<file path="src/rtl/tue_pkg.sv">
// Shared types and constants for the tetrahedron unique edge extractor.
// Used by every module of the block; depends on nothing.
package tue_pkg;

  localparam int FIELD_W = 16;
  localparam int NUM_W = 14;
  localparam int EPOCH_W = 4;
  localparam int NUM_PAIRS = 6;
  localparam int HASH_LAT = 3;

  localparam logic STATUS_STORED = 1'b0;
  localparam logic STATUS_DROPPED = 1'b1;

  typedef logic [2:0] pair_idx_t;

  typedef struct packed {
    logic accept;
    logic sweep;
    logic first_pair;
    logic next_pair;
    logic step;
    logic insert;
    logic drop;
    logic flush;
  } tue_cmd_t;

  typedef struct packed {
    logic need_sweep;
    logic sweep_last;
    logic occupied;
    logic match;
    logic last_probe;
    logic last_pair;
    logic res_ok;
    logic pend_valid;
  } tue_sts_t;

endpackage

</file>
<file path="src/rtl/tue_ctrl.sv">
// Controller state machine: input handshake, table clearing sweep, hash wait,
// probe sequencing and the final flush of each item. Depends on tue_pkg.
module tue_ctrl import tue_pkg::*; (
  input  logic     clk,
  input  logic     rst,
  input  logic     tet_valid,
  output logic     tet_stall,
  input  tue_sts_t sts,
  output tue_cmd_t cmd
);

  // The home slot of the first pair is written into its table in the cycle after the hash output.
  localparam int HW = $clog2(HASH_LAT + 2);
  localparam logic [HW-1:0] HASH_DONE = HW'(HASH_LAT + 1);

  typedef enum logic [2:0] {
    ST_CLEAR,
    ST_IDLE,
    ST_HASH,
    ST_READ,
    ST_CHECK,
    ST_FLUSH
  } state_t;

  state_t        state;
  state_t        state_next;
  logic [HW-1:0] hcnt;
  logic [HW-1:0] hcnt_next;
  logic          sweep_item;
  logic          sweep_item_next;
  logic          accept;
  logic          pair_done;

  assign tet_stall = rst || (state != ST_IDLE);
  assign accept = tet_valid && !tet_stall;

  always_comb begin
    cmd = '0;
    state_next = state;
    hcnt_next = hcnt;
    sweep_item_next = sweep_item;
    pair_done = 1'b0;
    case (state)
      ST_CLEAR: begin
        cmd.sweep = 1'b1;
        if (sts.sweep_last) begin
          sweep_item_next = 1'b0;
          hcnt_next = '0;
          state_next = sweep_item ? ST_HASH : ST_IDLE;
        end
      end
      ST_IDLE: begin
        if (accept) begin
          cmd.accept = 1'b1;
          hcnt_next = '0;
          if (sts.need_sweep) begin
            sweep_item_next = 1'b1;
            state_next = ST_CLEAR;
          end else begin
            state_next = ST_HASH;
          end
        end
      end
      ST_HASH: begin
        if (hcnt == HASH_DONE) begin
          cmd.first_pair = 1'b1;
          state_next = ST_READ;
        end else begin
          hcnt_next = hcnt + HW'(1);
        end
      end
      ST_READ: begin
        state_next = ST_CHECK;
      end
      ST_CHECK: begin
        if (sts.occupied && sts.match) begin
          pair_done = 1'b1;
        end else if (!sts.occupied) begin
          if (sts.res_ok) begin
            cmd.insert = 1'b1;
            pair_done = 1'b1;
          end
        end else if (sts.last_probe) begin
          if (sts.res_ok) begin
            cmd.drop = 1'b1;
            pair_done = 1'b1;
          end
        end else begin
          cmd.step = 1'b1;
          state_next = ST_READ;
        end
        if (pair_done) begin
          if (sts.last_pair) begin
            state_next = ST_FLUSH;
          end else begin
            cmd.next_pair = 1'b1;
            state_next = ST_READ;
          end
        end
      end
      ST_FLUSH: begin
        if (!sts.pend_valid) begin
          state_next = ST_IDLE;
        end else if (sts.res_ok) begin
          cmd.flush = 1'b1;
          state_next = ST_IDLE;
        end
      end
      default: begin
        state_next = ST_IDLE;
      end
    endcase
  end

  always_ff @(posedge clk) begin
    if (rst) begin
      state <= ST_CLEAR;
      hcnt <= '0;
      sweep_item <= 1'b0;
    end else begin
      state <= state_next;
      hcnt <= hcnt_next;
      sweep_item <= sweep_item_next;
    end
  end

  // An accepted tetrahedron always starts hashing or a clearing sweep.
  a_accept_start: assert property (@(posedge clk) disable iff (rst)
    accept |=> (state == ST_HASH || state == ST_CLEAR))
    else $error("accepted item did not start processing");

  // No result of a finished item may remain held back once idle.
  a_idle_drained: assert property (@(posedge clk) disable iff (rst)
    (state == ST_IDLE) |-> !sts.pend_valid)
    else $error("held result left behind at end of item");

endmodule

</file>
<file path="config.mk">
export PLATFORM = sky130hd
export DESIGN_NAME = tue_ctrl
export DESIGN_NICKNAME = d
export VERILOG_FILES = /design/src/rtl/tue_pkg.sv /design/src/rtl/tue_ctrl.sv
export SDC_FILE = /design/constraint.sdc
export NUM_CORES = 1
export LEC_CHECK = 0
export ABC_AREA = 1
export BUFFER_PORTS_ARGS = -buffer_cell sky130_fd_sc_hd__buf_2
export CELL_PAD_IN_SITES_DETAIL_PLACEMENT = 1
export CELL_PAD_IN_SITES_GLOBAL_PLACEMENT = 2
export CORE_ASPECT_RATIO = 0.9
export CORE_MARGIN = 1.5
export CORE_UTILIZATION = 24
export CTS_BUF_LIST = sky130_fd_sc_hd__clkbuf_16
export CTS_CLUSTER_DIAMETER = 50
export DETAILED_ROUTE_END_ITERATION = 8
export HOLD_SLACK_MARGIN = 0.02
export PLACE_DENSITY_LB_ADDON = 0.1
export SLEW_MARGIN = 10
export SYNTH_ARGS = -nofsm -noshare
export SYNTH_HDL_FRONTEND = slang
export SYNTH_SLANG_ARGS = --single-unit
export TNS_END_PERCENT = 1
</file>
<file path="constraint.sdc">
create_clock -name clk -period 1.8 [get_ports clk]
set_clock_uncertainty 0.2 [all_clocks]
set_input_delay 0.09 -clock clk [delete_from_list [all_inputs] [get_ports clk]]
set_output_delay 0.09 -clock clk [all_outputs]
set_load 0.005 [all_outputs]
</file>
### Yosys cells after proc, flatten, opt, wreduce, memory -nomap -nowiden

Index checks and enable logic that the tools add are counted.
W data, S select, Z words.

* register bits: 7
* latch bits: 0
* memory bits (writable): 0
* ROM bits: 0
* logic and storage cells: 71
* memories: 0

* add/subtract/negate cells: 1
* multipliers: 0
* div/mod/pow operators: 0
* order comparisons: 0
* eq/ne operators: 16
* shift-type cells: 0
* muxes and demuxes: 41
* bitwise operators: 0
* reduce and logical (&&, ||, !) cells: 10

Operators by type and width (count)
* $mux W3: 14
* $mux W1: 21
* $pmux W3 S6: 1
* $ne A3 B3 Y1 const B: 4
* $ne A2 B2 Y1 const B: 5
* $eq A3 B3 Y1 const B: 3
* $pmux W3 S3: 1
* $reduce_and A4 Y1: 2
* $reduce_and A7 Y1: 1
* $eq A3 B2 Y1 const B: 2
* $mux W2: 2
* $mux W4: 1
* $add A3 B1 Y3 const B: 1
* $eq A3 B1 Y1 const B: 1
* $logic_not A3 Y1: 1
* $ne A3 B1 Y1 const B: 1
* $reduce_bool A3 Y1: 1
* $logic_and A1 B1 Y1: 2
* $pmux W1 S2: 1
* $reduce_bool A2 Y1: 1
* $logic_not A1 Y1: 1
* $logic_or A1 B1 Y1: 1

### Logic depth before layout (Yosys ltp)

* depth after elaboration: 7
* depth in mapped cells: 10
* depth with buffers taken out: 10

### Least setup slack after synthesis

OpenSTA, ideal clock, no wires.

* path kind: reg-to-reg
* from: register hcnt[0]
* to: register hcnt[0]
* setup time: 0.113 ns
* arrival time: 1.097 ns
* setup slack: 0.390 ns
* stages on the path, launching flop included: 9
* buffers on the path: 0
* period minus slack after synthesis: 1.410 ns
* cells stage by stage: dfxtp_1 inv_1 ha_1 nand2_1 nor2_4 nor2_2 nand2_4 o21ai_1 nor2_1

* cells in the longest elaborated chain, start to end: 3
* elaborated cells between the ends (all ways): 6
* those cells by class: 1 x add/sub; 2 x eq/ne; 2 x mux; 1 x reduce/logical

Ends and longest elaborated chain
* start: declaration: RTL line tue_ctrl.sv:27 `logic [HW-1:0] hcnt;`
* start signal: assignment: RTL line tue_ctrl.sv:122 `hcnt <= hcnt_next;`
* $add A3 B1 Y3 / $eq A3 B3 Y1 (equally long branches): RTL line tue_ctrl.sv:69, tue_ctrl.sv:65
* $mux W3 / $ne A2 B2 Y1 (equally long branches)
* $pmux W3 S3 / $reduce_and A4 Y1 (equally long branches)

Several ways; a longest one is shown, not always the timed one. The select of a mux whose other input is x is not followed.
A chain may end at the register's enable or synchronous reset.

==> flow_metrics.env <==
export IMPL_multi_input_comb_area_um2=432
export IMPL_grt_util_all_layers_pct=14.1
export IMPL_synthTopCellsByArea="dfxtp_1 (22%), nor2_1 (11%), nand2_1 (11%)"
export IMPL_final_hold_viol_count=0
export IMPL_fraction_of_final_layout_cells_with_drive_strength_greater_than_1_pct=38.1
export IMPL_cells_after_synthesis=101
export IMPL_endpoint_kind="primary output"
export IMPL_antenna_left=0
export IMPL_clkSinkCount=7
export IMPL_min_delay_path_class="in2reg"
export IMPL_fp_coreArea_um2=2470
export IMPL_post_route_worst_setup_slack_ns=0.181
export IMPL_detail_route_wirelength_um=1740
export IMPL_timing_max_cap_violations=0
export IMPL_yosysTopAreaCellShare_pct=22.2
export IMPL_layout_cell_area_non_filler_um2=860
export IMPL_synthArstFlopShare_pct=0
export IMPL_cts_tree="built"
export IMPL_most_common_cell_in_the_netlist="nor2_1"
export IMPL_synth_ff_type="dfxtp_1"
export IMPL_layout_nets=140
export IMPL_rsz0062_at_grt="false"
export IMPL_hold_start="sts[1]"
export IMPL_dpl_instance_area_um2=769
export IMPL_area_sequential_um2=140
export IMPL_vias_in_the_first_global_route=696
export IMPL_worst_ep_arrival_time_ns=1.33
export IMPL_post_synth_top_area_cell="dfxtp_1"
export IMPL_max_slew_worst_pin_slew_ns=0.286
export IMPL_run_status="finished, final reports clean"
export IMPL_cts_inserted_buffers=3
export IMPL_finalSetupViolCount=0
export IMPL_post_cts_resize_count=0
export IMPL_start_util_pct=25.6
export IMPL_cts_path_max_buffers=2
export IMPL_start_kind="register"
export IMPL_route_detailed_wl_per_inst_um=11.3
export IMPL_floorplan_die_area_um2=2950
export IMPL_crit_path_max_fanout=5
export IMPL_ys_ff_latch=7
export IMPL_die_w_um=57.1
export IMPL_max_slew_margin_pct=80.9
export IMPL_ff2ff_setup_slack_ns=0.27
export IMPL_synthTopCellsByCount="nor2_1 (19), nand2_1 (18), inv_1 (11), nand3_1 (8)"
export IMPL_grt_max_degree=7
export IMPL_core_rowCount=17
export IMPL_fin_crit_sh_pct=89.9
export IMPL_gr_total_overflow=0
export IMPL_avgSynthCellArea_um2=6.26
export IMPL_post_route_drc_count=0
export IMPL_antenna_diode_count=0
export IMPL_drt_iter0_drc=9
export IMPL_mappedNetlistArea_um2=632
export IMPL_critical_path_cell_list="nand2_2 > nor2_2 > inv_2 > nor3_1 > buf_2"
export IMPL_nFillCells=332
export IMPL_vias=693
export IMPL_ios=20
export IMPL_die_y_um=51.7
export IMPL_power_density_nw_per_um2=1420
export IMPL_number_of_port_buffers=19
export IMPL_post_cts_repair_setup_buffers=0
export IMPL_worst_path_largest_cell_delay_ns=0.44
export IMPL_worst_ir_drop_vdd_uv=748
export IMPL_drt_vias_per_instance=4.50
export IMPL_timing_critical_path_from="state[2]"
export IMPL_synth_enable_flop_cells=0
export IMPL_ctsRootBufferMaster="clkbuf_16"
export IMPL_fmax_ghz=0.618
export IMPL_synth_yosys_warnings=0
export IMPL_synth_yosys_seq_area_share_pct=22.2
export IMPL_antenna_violations_before_repair=0
export IMPL_period_minus_slack_ns=1.62
export IMPL_clkSlewWorstSetupHoldPaths_ns=0.04
export IMPL_dp_final_hpwl_um=1470
export IMPL_post_synth_num_cell_types=24
export IMPL_place_congestion=0.764
export IMPL_cts_hold_fix_buffers=1
export IMPL_worst_setup_path_type="reg2out"
export IMPL_area_growth_synth_to_final_pct=36.0
export IMPL_synth_net_count=114
export IMPL_critical_path_slowest_cell="dfxtp_1"
export IMPL_worstReg2RegStart="state[0]"
export IMPL_worst_skew_pair_late_latency_ns=0.24
export IMPL_cts_htree_levels=1
export IMPL_leakagePower_nw=0.431
export IMPL_detail_route_first_pass_iterations=3
export IMPL_dp_slack_ns=0.272
export IMPL_grt_pass1_wl_um=3040
export IMPL_timing_setup_tns_ns=0
export IMPL_slew_violations=0
export IMPL_worst_ep_required_time_ns=1.51
final timing paths:
path / end / depth (start not counted)
min reg2reg: hcnt[2] / 2
max: cmd[1] / 5
min: state[2] / 4
max reg2reg: state[1] / 7
layout by cell type, fill, tap and decap left out, types with 2 or more instances in the layout:
cell type  instances
o21ai_0            2
nor2_1            19
nand3_1            8
nor3_1             2
clkbuf_16          3
inv_2              5
inv_1             11
nor2_2             7
buf_2             19
o21ai_1            2
nand2_1           18
dfxtp_1            7
nand2_2            6
ha_1               2
cell families (layout without fill, tap and decap cells):
logic type      Yosys count  count (layout)  share of synthesized area [%]
buf+inv                  16              41                           9.51
flops                     7               7                           22.2
compound gates            8               8                           8.91
simple gates             67              67                           54.1
fa+ha+maj                 2               2                           3.96
xor+xnor                  1               1                           1.39
power by group:
part           internal (mW)  switching [mW]
Sequential             0.204          0.0585
Combinational          0.211           0.359
Clock                  0.292          0.0941
Total                  0.707           0.512
routing by layer:
layer / global-route usage, % / share of wire (%)
met3: 5.22 / 4.3
met2: 23.2 / 45
met5: 0 / 0
met4: 6.98 / 2.0
met1: 16.0 / 49
final cells by class:
cell class | instances | share of cell area (%)
clock inverter | 1 | 0.582
clock buffer | 3 | 8.73
sequential | 7 | 16.3
timing repair buffer | 21 | 13.1
tap | 28 | 4.08
inverter | 16 | 6.99
multi-input combinational | 78 | 50.2
critical path, delay by kind of cell (launching register included):
family | cells | cell delay, ns
buffers and inverters | 2 | 0.23
and+or+nand+nor | 3 | 0.42
DFF | 1 | 0.44
flip-flops by register name (all words and copies together), names as in the netlist:
name        cells
hcnt            3
state           3
sweep_item      1
metrics by stage:
step	power, mW	cells	utilization, %	hold WS, ns
after global routing	1.34	154	34.8	0.107
final	1.22	154	34.8	0.0593
after detailed placement	0.844	149	31.2	0.0969
after CTS	1.24	154	34.8	0.0657
after floorplan	0.699	101	-	-0.0476
after global placement	0.846	149	31.2	0.0992
Note: power is estimated with default switching activity, not from simulation.
